`config.mk`:
```
export PLATFORM = sky130hd
export DESIGN_NAME = sbo_rem
export DESIGN_NICKNAME = d
export VERILOG_FILES = /design/src/design/assert_macros.svh /design/src/design/sbo_pkg.sv /design/src/design/sbo_rem.sv
export SDC_FILE = /design/constraint.sdc
export NUM_CORES = 1
export LEC_CHECK = 0
export ABC_AREA = 1
export ABC_CLOCK_PERIOD_IN_PS = 2590
export BUFFER_PORTS_ARGS = -buffer_cell sky130_fd_sc_hd__clkbuf_2
export CAP_MARGIN = 20
export CORE_MARGIN = 2
export CORE_UTILIZATION = 58
export DETAILED_ROUTE_END_ITERATION = 10
export GPL_TIMING_DRIVEN = 0
export PLACE_DENSITY = 0.89
export SYNTH_ARGS = -nofsm -noshare
export SYNTH_HDL_FRONTEND = slang
export SYNTH_SLANG_ARGS = --single-unit
```
`constraint.sdc`:
```
create_clock -name clk -period 2.59 [get_ports clk]
set_clock_uncertainty 0.2 [all_clocks]
set_input_delay 0 -clock clk [delete_from_list [all_inputs] [get_ports clk]]
set_output_delay 0 -clock clk [all_outputs]
set_load 0.03 [all_outputs]
```
`src/design/assert_macros.svh`:
```
// Assertion helpers for the RTL files; the top-level overlay includes them.
`ifndef ASSERT_MACROS_SVH
`define ASSERT_MACROS_SVH

`ifndef ASSERT_OFF
// Checked only while out of reset.
`define ASSERT_CLK(lbl, clk, rst_n, prop) \
  lbl: assert property (@(posedge clk) disable iff (!rst_n) prop) \
    else $error("assertion failed");
// Checked at every edge, reset included.
`define ASSERT_ALWAYS(lbl, clk, prop) \
  lbl: assert property (@(posedge clk) prop) \
    else $error("assertion failed");
`else
`define ASSERT_CLK(lbl, clk, rst_n, prop)
`define ASSERT_ALWAYS(lbl, clk, prop)
`endif

`endif

```
`src/design/sbo_pkg.sv`:
```
`timescale 1ns / 1ps
`default_nettype none

package sbo_pkg;

  // Width of a pattern phase, enough for bitmap_width + gap_width.
  localparam int PH_W = 12;

  localparam logic ACT_LOAD  = 1'b0;
  localparam logic ACT_PIXEL = 1'b1;

  localparam logic [2:0] CFG_AREA_WIDTH    = 3'd0;
  localparam logic [2:0] CFG_AREA_HEIGHT   = 3'd1;
  localparam logic [2:0] CFG_BITMAP_WIDTH  = 3'd2;
  localparam logic [2:0] CFG_SCROLL_OFFSET = 3'd3;
  localparam logic [2:0] CFG_GAP_WIDTH     = 3'd4;
  localparam logic [2:0] CFG_TEXT_COLOR    = 3'd5;
  localparam logic [2:0] CFG_PIXEL_FORMAT  = 3'd6;

  localparam logic FMT_RGB565 = 1'b0;
  localparam logic FMT_BGR24  = 1'b1;

  typedef struct packed {
    logic        action;
    logic [11:0] bitmap_address;
    logic [7:0]  bitmap_byte;
    logic [7:0]  pixel_byte0;
    logic [7:0]  pixel_byte1;
    logic [7:0]  pixel_byte2;
  } in_t;

  typedef struct packed {
    logic [15:0] color;
    logic        row_end;
    logic        frame_end;
  } out_t;

  typedef struct packed {
    logic            busy;
    logic            done;
    logic [PH_W-1:0] rem_a;
    logic [PH_W-1:0] rem_b;
  } div_stat_t;

  function automatic logic [15:0] to_rgb565(input logic fmt, input logic [7:0] b0,
                                            input logic [7:0] b1, input logic [7:0] b2);
    logic [15:0] c;
    if (fmt == FMT_BGR24) begin
      c = {b2 & 8'hF8, 8'h00} | {5'd0, b1 & 8'hFC, 3'd0} | {11'd0, b0[7:3]};
    end else begin
      c = {b1, b0};
    end
    return c;
  endfunction

endpackage

`default_nettype wire

```
`src/design/sbo_rem.sv`:
```
`timescale 1ns / 1ps
`default_nettype none

// Restoring remainder unit, one dividend bit per cycle, two dividends
// against one divisor.
module sbo_rem #(
  parameter int DIV_W = 11
) (
  input  wire logic                        clk,
  input  wire logic                        rst_n,
  input  wire logic                        start,
  input  wire logic [DIV_W-1:0]            dividend_a,
  input  wire logic [DIV_W-1:0]            dividend_b,
  input  wire logic [sbo_pkg::PH_W-1:0]    divisor,
  output sbo_pkg::div_stat_t               stat
);

  localparam int CW = $clog2(DIV_W + 1);

  logic [DIV_W-1:0]         da_r, db_r;
  logic [sbo_pkg::PH_W-1:0] ra_r, rb_r;
  logic [CW-1:0]            cnt_r;
  logic                     busy_r, done_r;

  function automatic logic [sbo_pkg::PH_W-1:0] rem_step(input logic [sbo_pkg::PH_W-1:0] r,
                                                        input logic b,
                                                        input logic [sbo_pkg::PH_W-1:0] d);
    logic [sbo_pkg::PH_W:0] t;
    t = {r, b};
    if (t >= {1'b0, d}) begin
      t = t - {1'b0, d};
    end
    return t[sbo_pkg::PH_W-1:0];
  endfunction

  always_ff @(posedge clk) begin
    if (!rst_n) begin
      busy_r <= 1'b0;
      done_r <= 1'b0;
      cnt_r  <= '0;
    end else begin
      done_r <= 1'b0;
      if (start) begin
        busy_r <= 1'b1;
        cnt_r  <= CW'(DIV_W);
      end else if (busy_r) begin
        cnt_r <= cnt_r - CW'(1);
        if (cnt_r == CW'(1)) begin
          busy_r <= 1'b0;
          done_r <= 1'b1;
        end
      end
    end
  end

  always_ff @(posedge clk) begin
    if (start) begin
      da_r <= dividend_a;
      db_r <= dividend_b;
      ra_r <= '0;
      rb_r <= '0;
    end else if (busy_r) begin
      ra_r <= rem_step(ra_r, da_r[DIV_W-1], divisor);
      rb_r <= rem_step(rb_r, db_r[DIV_W-1], divisor);
      da_r <= da_r << 1;
      db_r <= db_r << 1;
    end
  end

  always_comb begin
    stat.busy  = busy_r;
    stat.done  = done_r;
    stat.rem_a = ra_r;
    stat.rem_b = rb_r;
  end

endmodule

`default_nettype wire

```
==> After elaboration in Yosys (flattened, before gate mapping) <==
Cells that the tools add are included.
{ "word_totals": {"word_cells": 31, "register_bits": 52, "inputBits": 37, "out_inout_bits": 26, "romBits": 0, "latchBits": 0, "mem_count": 0, "mem_bits_rw": 0} }
{ "op_classes": {"n_reduce_logical": 3, "multipliers": 0, "eq_ne": 1, "add_sub_neg": 3, "shifts": 0, "div": 0, "order_cmp": 2, "muxes": 12, "n_bitwise": 2} }
{ "ops": {"columns": ["cell", "n"], "rows": [
  ["2-to-1 mux 11 bit", 4],
  [">= comparator 13 x 12 -> 1 bit", 2],
  ["2-to-1 mux 12 bit", 2],
  ["subtractor 12 bit", 2],
  ["2-to-1 mux 4 bit", 2],
  ["== test 4 x 1 -> 1 bit, second input constant", 1],
  ["2-to-1 mux 1 bit", 4],
  ["subtractor 4 x 1 -> 4 bit, second input constant", 1],
  ["OR reduction 3 bit", 1],
  ["inverter 1 bit", 2],
  ["nonzero test 2 bit", 1],
  ["OR reduction 2 bit", 1]
]} }

==> Longest topological paths before layout <==
Gate-level depths: netlist (run 1).
{ "depth": {"depth_word": 4, "ltp_mapped": 12, "mapped_depth_nobuf": 12} }

==> Least setup slack after synthesis (run 1) <==
Ideal clock, no wire load.
{ "synth_timing": {"kind": "register to register", "start": "register rb_r[6] (netlist bit)", "end": "register rb_r[0] (netlist bit)", "n_path_buf": 1, "required_ps": 2277, "t_arrival_ps": 1726, "path_stages_with_launch": 11, "path_slack_ps": 551, "setup_ps": 113, "period_less_slack_ps": 2039, "cell_sequence": "dfxtp_1 ha_1 nand2_2 inv_1 nand2_1 nand2_1 a21oi_4 buf_2 nand4_1 nand3_1 nand2_1"} }
{ "synth_via": {"elab_chain_len": 2} }
{ "synth_rtl": {"columns": ["item", "line_no", "source"], "rows": [
  ["start: declaration", "sbo_rem.sv:21", "logic [sbo_pkg::PH_W-1:0] ra_r, rb_r;"],
  ["start signal: assignment", "sbo_rem.sv:64", "rb_r <= rem_step(rb_r, db_r[DIV_W-1], divisor);"],
  [">= comparator 13 x 12 -> 1 bit", "sbo_rem.sv:30", "if (t >= {1'b0, d}) begin"],
  ["2-to-1 mux 12 bit", "sbo_rem.sv:30", null]
]} }
No other way between the ends.
A chain may end at the register's enable or synchronous reset.

==> Worst setup path after layout (run 1) <==
{ "layout_timing": {"start": "register da_r[10]", "end": "register ra_r[6] (netlist bit)"} }
{ "layout_via": {"elab_chain_len": 2, "word_cells_on_any_way": 3, "classes_between": "1 x add/sub; 1 x order compare; 1 x mux"} }
{ "layout_rtl": {"columns": ["item", "line_no", "source"], "rows": [
  ["start: declaration", "sbo_rem.sv:20", "logic [DIV_W-1:0] da_r, db_r;"],
  ["start signal: assignment", "sbo_rem.sv:58", "da_r <= dividend_a;"],
  ["start signal: assignment", "sbo_rem.sv:65", "da_r <= da_r << 1;"],
  ["subtractor 12 bit / >= comparator 13 x 12 -> 1 bit (equally long branches)", "sbo_rem.sv:31, sbo_rem.sv:30", null],
  ["2-to-1 mux 12 bit *", "sbo_rem.sv:30", null],
  ["end signal: assignment", "sbo_rem.sv:63", "ra_r <= rem_step(ra_r, da_r[DIV_W-1], divisor);"],
  ["end: declaration", "sbo_rem.sv:21", null]
]} }
Mark *: on every way between the ends. The rest lies on a longest branch, timed or not.

==> results of run 1 <==
==> sequential cells by signal, indices dropped and copies added, names as in the netlist <==
signal / count
cnt_r: 4
db_r: 11
rb_r: 12
da_r: 11
ra_r: 12
busy_r: 1
done_r: 1
==> repair_timing <==
item,in CTS,in global routing
hold buffers,25,0
hold endpoints to repair,30,0
endpoints found under the setup margin,0,0
==> power by group through the flow <==
stage               Combinational [W]  Sequential (W)  Clock [W]
global route                 0.000415        0.000940   0.000662
detailed placement           0.000334        0.000951          0
finish                       0.000372        0.000932   0.000620
floorplan                    0.000231        0.000953          0
CTS                          0.000364        0.000932   0.000628
global placement             0.000323        0.000948          0
==> per-stage QoR <==
stage                     cell area [um2]  setup slack, ns  utilization, %  std cells
after detailed placement             4390            0.421            65.4        738
after global placement               4390            0.441            65.4        738
final                                4760            0.384            70.9        771
after CTS                            4760            0.405            70.9        771
after global routing                 4760            0.188            70.9        771
after floorplan                      3990            0.551               -        597
==> routing by layer <==
metal	global-route usage, %	share of wire (%)	vias up
met3	6.16	7.7	33
met2	52.5	49	198
met5	0	0	-
li1	-	-	2071
met4	14.5	3.8	0
met1	34.2	39	1811
==> cells by family (layout without fill, tap and decap cells) <==
family / count (synthesis) / count (layout) / share of synthesized area, %
simple gates: 364 / 364 / 41.4
buf+inv: 127 / 221 / 13.0
flops: 52 / 52 / 31.6
fa+ha+maj: 28 / 28 / 9.17
compound gates: 17 / 17 / 2.83
xor+xnor: 9 / 9 / 1.98
==> cell type report <==
type / count / area, um2
multi-input cells: 418 / 2210
fillers: 576 / 1960
flip-flops and latches: 52 / 1260
repair buffers: 86 / 556
inverters: 108 / 405
plain buffers: 19 / 111
well taps: 80 / 100
clock buffers: 6 / 82.6
clock inverters: 2 / 38.8
==> synthesized netlist by cell type (all sizes together) <==
cell	instances	share of area [%]
buf	13	2.2
clkbuf	6	0.56
o31ai	1	0.19
a31oi	1	0.16
ha	26	8.2
o211ai	1	0.19
fa	2	1.0
inv	108	10
a21oi	10	1.6
nand2	237	23
a221oi	1	0.22
xor2	1	0.22
nand4	29	4.6
nor2	28	3.2
nand3	62	9.6
dfxtp	30	15
edfxtp	22	17
o21ai	2	0.25
nand3b	2	0.38
nor3	6	1.0
xnor2	8	1.8
a21o	1	0.19
==> worst max path at each step <==
stage	depth (start not counted)	endpoint	from
after floorplan	10	rb_r[0]	rb_r[6]
after global placement	12	rb_r[6]	db_r[10]
after detailed placement	12	ra_r[6]	da_r[10]
after CTS	12	ra_r[6]	da_r[10]
after global routing	12	ra_r[6]	da_r[10]
final	12	ra_r[6]	da_r[10]
==> worst register-to-register path, delay by kind of cell, from the launching register on <==
family                     cells  cell delay, ns
xor gates and xnor gates       1            0.14
DFF                            1            0.39
and+or+nand+nor                7            0.58
adders and majority gates      2            0.61
buffers and inverters          2            0.20
==> flow_summary.ini, run 1 <==
[run_status]
run_status = finished clean

[cts]
clockRootBuffer = clkbuf_8
clkSlewWorstSetupHoldPaths_ns = 0.11
clock-sinks = 52
cts_buffers = 5
clock_latency_ns = 0.32
cts_setup_buffers = 0
ctsResizeCount = 0
cts_max_level = 2
cts_tree = done
ctsLongestPathBuffers = 2

[pwr]
switching_power_w = 0.000553
leakage_nw = 2.63
intPower_w = 0.00137
power_frac_seq_pct = 48.5
total_power_w = 0.00192
powerDensity_nw_per_um2 = 404
comb_power_share_pct = 19.3
swShare_pct = 28.7
p_clk_share_pct = 32.2
ir_drop_uv = 335

[route]
viasPerCell = 5.33
vias = 4113
avgRoutedWirePerCell_um = 13.7
dr.pass1.iters = 5
wl_mm = 10.6
drt-initial-drc-count = 269
antenna_left = 0
drc = 0

[worst_setup_path]
crit_type = reg2reg
cpMaxStageDelayCell = fa_1
crit_family = adder cells
cp-start-kind = register
worstPathArrival_ns = 2.24
crit_chain = inv_1, ha_1, inv_1, fa_1, nand3_1, nand3_1, nand2_1, nand2_1, xnor2_1, nand2_1, nand3_1, nand2_1
cp-end-kind = register
rrSetupSlack_ns = 0.38
reg2reg_to = ra_r[6]
critPathMaxStageDelay_ns = 0.46
cp_max_fo = 4
r2r_start = da_r[10]
critPathBufInv = 2
reg2reg_depth = 12
path_common_cell = nand2_1
worst-endpoint-required_ns = 2.62

[min_path]
hold_class = in2reg
hold_path_end = ra_r[5]
hold_start = divisor[5]
holdPathStages = 7

[floorplanning]
die_y_um = 86.9
coreArea_um2 = 6720
io_pins = 63
die-area_um2 = 7550
start_util_pct = 59.3
die_w_um = 86.9
num_rows = 30

[layout]
final_nets = 755
final_common_cell = nand2_1
mostFrequentLayoutCells = 231 x nand2_1, 104 x inv_1, 61 x clkbuf_2
area_delta_synth_final_pct = 19.5
drive_above_1_share_pct = 16.5
antenna_cells = 0

[place]
place.gp.congestion = 0.967
hpwlAfterDp_mm = 7.57
port_buffers = 61

[logic_synthesis]
synth_nets = 662
ys_seq_area_share_pct = 31.6
syn_inst = 597
ys_warn_count = 0
synth_cell_types = 34
synth.ff_latch_count = 52
syn_area_um2 = 3990
synth.avg_cell_area_um2 = 6.68

[grt]
grt_overflow_total = 0
grt_max_degree = 24
grt_pass1_vias = 3959
grt_antenna_before_repair = 0
grt_pass1_wl_mm = 17.7
grt.total_usage_pct = 29.8

[sta]
tightest_slew_ns = 0.852
clock.fmax_ghz = 0.453
holdWs_ns = 0.126
max_slew_margin_pct = 43.1
period_minus_slack_ns = 2.21
period_share_pct = 85.2
hold_viol = 0
final.setup.tns_ns = 0
rsz0062_at_grt = no
maxSlewViolCount = 0
finalSetupViolations = 0

[flow_run]
maxCapViolations = 0
(Power assumes the default switching activity.)
==> run 2: changes to the inputs <==
--- a/config.mk
+++ b/config.mk
@@ -9,6 +9,7 @@
 export ABC_CLOCK_PERIOD_IN_PS = 2590
 export BUFFER_PORTS_ARGS = -buffer_cell sky130_fd_sc_hd__clkbuf_2
 export CAP_MARGIN = 20
+export CORE_ASPECT_RATIO = 0.75
 export CORE_MARGIN = 2
 export CORE_UTILIZATION = 58
 export DETAILED_ROUTE_END_ITERATION = 10
==> flow_summary.ini, run 2 (synthesis gave the netlist of run 1 again) <==
[sta]
period_minus_slack_ns = 2.24
hold_viol = 0
clock.fmax_ghz = 0.447
finalSetupViolations = 0
final.setup.tns_ns = 0
tightest_slew_ns = 0.907
maxSlewViolCount = 0
period_share_pct = 86.3
max_slew_margin_pct = 39.5
holdWs_ns = 0.167
rsz0062_at_grt = no

[cts]
clock_latency_ns = 0.32
clock-sinks = 52
cts_buffers = 5
clockRootBuffer = clkbuf_8
cts_max_level = 2
clkSlewWorstSetupHoldPaths_ns = 0.11
cts_tree = done
ctsLongestPathBuffers = 2

[route]
wl_mm = 11.4
wl_met1_mm = 4.58
drc = 0
routed.top_layer = met4
antenna_left = 0
met3_length_um = 989
avgRoutedWirePerCell_um = 14.7
met2_length_mm = 5.55
viasPerCell = 5.38
vias = 4174
dr.pass1.iters = 5
drt-initial-drc-count = 356

[layout]
final_nets = 756
fin_cells = 776
fin_util_pct = 70.5
antenna_cells = 0
n_fill_cell = 536
drive_above_1_share_pct = 16.3
final_common_cell = nand2_1
seqCellArea_um2 = 1260
reg_top3 = ra_r (12), rb_r (12)
multiInputGateArea_um2 = 2210
area_delta_synth_final_pct = 19.1
mostFrequentLayoutCells = 231 x nand2_1, 104 x inv_1, 61 x clkbuf_2

[floorplanning]
coreArea_um2 = 6730
start_util_pct = 59.2
die_w_um = 99.7
num_rows = 26
die_y_um = 75.8
die-area_um2 = 7560
io_pins = 63

[pwr]
ir_drop_uv = 400
powerDensity_nw_per_um2 = 386
leakage_nw = 2.61

[worst_setup_path]
reg2reg_depth = 12
rrSetupSlack_ns = 0.35
crit_type = reg2reg
cp-start-kind = register
worst-endpoint-required_ns = 2.62
worstPathArrival_ns = 2.26
cp_max_fo = 4
cp-end-kind = register

[place]
dpl.cell_count = 742
place.gp.congestion = 0.972
port_buffers = 61
hpwlAfterDp_mm = 8.06

[run_status]
run_status = finished clean

[grt]
grt.total_usage_pct = 30.3
grt_max_degree = 24
grt_pass1_vias = 3883
grt_overflow_total = 0
grt_pass1_wl_mm = 17.9
grt_antenna_before_repair = 0

[min_path]
holdPathStages = 7
hold_class = in2reg

[flow_run]
maxCapViolations = 0
## run 2: changes by cell type in the layout (fill, tap and decap cells not counted), sizes merged
cell	previous run	this run
bufinv	1	0
clkinvlp	0	1
dlygate4sd3	25	26
## run 2: timing repair
item	CTS	global route
hold buffers	26	0
resized for setup	0	0
setup buffers	0	0
hold endpoints to repair	33	0
## run 2: power breakdown
part | total (W) | switching [W] | internal, W
Combinational | 0.000384 | 0.000238 | 0.000146
Clock | 0.000509 | 0.000315 | 0.000194
Sequential | 0.000937 | 0.0000260 | 0.000911
Total | 0.00183 | 0.000579 | 0.00125
## run 2: worst paths after layout
| path | startpoint | end |
|---|---|---|
| setup / recovery | da_r[10] | ra_r[6] |
| hold reg to reg | cnt_r[3] | cnt_r[3] |
| hold / removal | divisor[3] | ra_r[3] |
| setup reg to reg | da_r[10] | ra_r[6] |
## run 2: cell type report
| cell class | instances | share of cell area (%) |
|---|---|---|
| inverter | 108 | 8.54 |
| multi-input combinational | 418 | 46.5 |
| timing repair buffer | 87 | 11.9 |
| buffer | 19 | 2.35 |
| clock inverter | 2 | 0.343 |
| tap | 84 | 2.21 |
| sequential | 52 | 26.6 |
| clock buffer | 6 | 1.53 |
## run 2: per-layer routing
metal | up-vias | global-route usage (%)
li1 | 2060 | -
met3 | 30 | 7.06
met2 | 178 | 52.6
met1 | 1906 | 37.2
met5 | - | 0
met4 | 0 | 12.2
## run 2: critical path, stage by stage, from the launching register on
cell	delay [ns]
edfxtp_1	0.41
inv_1	0.10
ha_1	0.14
inv_1	0.08
fa_1	0.43
nand3_1	0.11
nand3_1	0.16
nand2_1	0.10
nand2_1	0.06
xnor2_1	0.15
nand2_1	0.07
nand3_1	0.07
nand2_1	0.06
## run 2: metrics by stage
| stage | setup WS [ns] | power (W) | area [um2] |
|---|---|---|---|
| after floorplan | 0.551 | 0.00118 | 3990 |
| after detailed placement | 0.432 | 0.00129 | 4400 |
| after global placement | 0.472 | 0.00127 | 4400 |
| after global routing | 0.194 | 0.00189 | 4750 |
| after CTS | 0.424 | 0.00180 | 4750 |
| final | 0.354 | 0.00183 | 4750 |
==> run 3: changes to the inputs <==
--- a/config.mk
+++ b/config.mk
@@ -10,7 +10,7 @@
 export BUFFER_PORTS_ARGS = -buffer_cell sky130_fd_sc_hd__clkbuf_2
 export CAP_MARGIN = 20
 export CORE_ASPECT_RATIO = 0.75
-export CORE_MARGIN = 2
+export CORE_MARGIN = 4
 export CORE_UTILIZATION = 58
 export DETAILED_ROUTE_END_ITERATION = 10
 export GPL_TIMING_DRIVEN = 0
==> flow_summary.ini, run 3 (synthesis gave the netlist of run 1 again) <==
[sta]
final.setup.tns_ns = 0
holdWs_ns = 0.161
fin_ws_ns = 0.394
maxSlewViolCount = 0
rsz0062_at_grt = no
tightest_slew_ns = 0.859
max_slew_margin_pct = 42.7
hold_viol = 0
period_minus_slack_ns = 2.20
clock.fmax_ghz = 0.455
finalSetupViolations = 0
period_share_pct = 84.8

[floorplanning]
die-area_um2 = 8280
io_pins = 63
coreArea_um2 = 6470
start_util_pct = 61.6
die_w_um = 104
die_y_um = 79.8
num_rows = 25

[worst_setup_path]
crit_chain = inv_1, ha_1, inv_1, fa_1, nand3_1, nand3_1, nand2_1, nand2_1, xnor2_1, nand2_1, nand3_1, nand2_1
worstPathArrival_ns = 2.23
critPathBufInv = 2
cp_max_fo = 4
cpMaxStageDelayCell = fa_1
crit_type = reg2reg
path_common_cell = nand2_1
crit_family = simple AND/OR/NAND/NOR gates
cp-start-kind = register
cp-end-kind = register
worst-endpoint-required_ns = 2.62
critPathMaxStageDelay_ns = 0.43

[layout]
antenna_cells = 0
mostFrequentLayoutCells = 231 x nand2_1, 104 x inv_1, 61 x clkbuf_2
area_delta_synth_final_pct = 18.9
n_fill_cell = 507
final_nets = 756
final_common_cell = nand2_1
reg_top3 = ra_r (12), rb_r (12)
drive_above_1_share_pct = 16.3

[route]
drt-initial-drc-count = 333
wl_mm = 11.2
avgRoutedWirePerCell_um = 14.5
dr.pass1.iters = 5
antenna_left = 0
drc = 0
viasPerCell = 5.28
vias = 4083

[grt]
grtUsageMet1_pct = 35.1
grt_most_used_layer = met2
grt_pass1_vias = 4018
use_met3_pct = 5.17
grt_antenna_before_repair = 0
grt_pass1_wl_mm = 18.8
grt.total_usage_pct = 28.1
grt_max_degree = 24
grt_overflow_total = 0
use_met2_pct = 48.2

[cts]
ctsResizeCount = 0
clkSlewWorstSetupHoldPaths_ns = 0.11
clock-sinks = 52
cts_tree = done
clock_latency_ns = 0.32
cts_buffers = 5
clockRootBuffer = clkbuf_8
ctsLongestPathBuffers = 2
cts_max_level = 2

[place]
hpwlAfterDp_mm = 7.94
port_buffers = 61
pre_cts_slack_ns = 0.422
place.gp.congestion = 0.967

[min_path]
hold_class = in2reg

[run_status]
run_status = finished clean

[pwr]
total_power_w = 0.00181
powerDensity_nw_per_um2 = 382
leakage_nw = 2.62
ir_drop_uv = 277

[flow_run]
maxCapViolations = 0
run 3: cell types whose count changed in the layout (fill, tap and decap cells not counted), sizes merged:
cell / delta
clkinvlp: -1
inv: +1
run 3: final timing paths:
kind | cells past startpoint | slack (ns) | endpoint | startpoint
worst max-delay path | 12 | 0.39 | ra_r[6] | da_r[10]
worst min-delay path | 7 | 0.16 | ra_r[1] | divisor[1]
worst max register to register | 12 | 0.39 | ra_r[6] | da_r[10]
worst min register to register | 2 | 0.28 | cnt_r[3] | cnt_r[3]
run 3: cell type report:
| cell class | count | area, um2 | share of cell area, % |
|---|---|---|---|
| buffer | 19 | 111 | 2.35 |
| clock buffer | 6 | 72.6 | 1.53 |
| clock inverter | 2 | 13.8 | 0.290 |
| inverter | 108 | 405 | 8.55 |
| multi-input combinational | 418 | 2210 | 46.6 |
| sequential | 52 | 1260 | 26.6 |
| tap | 81 | 101 | 2.14 |
| timing repair buffer | 87 | 566 | 11.9 |
run 3: timing repair:
action / CTS / global route
hold endpoints to repair: 30 / 0
hold buffers: 26 / 0
buffers inserted: 0 / 0
run 3: metrics by stage:
step,instances,instance area [um2],utilization [%]
after floorplan,597,3990,-
after CTS,773,4740,73.2
after detailed placement,739,4390,67.8
after global placement,739,4390,67.8
after global routing,773,4740,73.2
final,773,4740,73.2
run 3: worst reg2reg max path: cells and delay by family (launching register included):
family	cells	cell delay, ns
simple gates	7	0.59
fa+ha+maj	2	0.58
buf+inv	2	0.19
xor+xnor	1	0.15
flops	1	0.39
run 3: routing by layer:
metal | routed length, um | vias up
met5 | 0 | -
met3 | 1080 | 35
met2 | 5070 | 204
met1 | 4680 | 1782
li1 | - | 2062
met4 | 348 | 0
run 3: report_power, final:
part | switching (W) | internal (W)
logic | 0.000233 | 0.000146
clock network | 0.000306 | 0.000194
registers | 0.0000234 | 0.000910
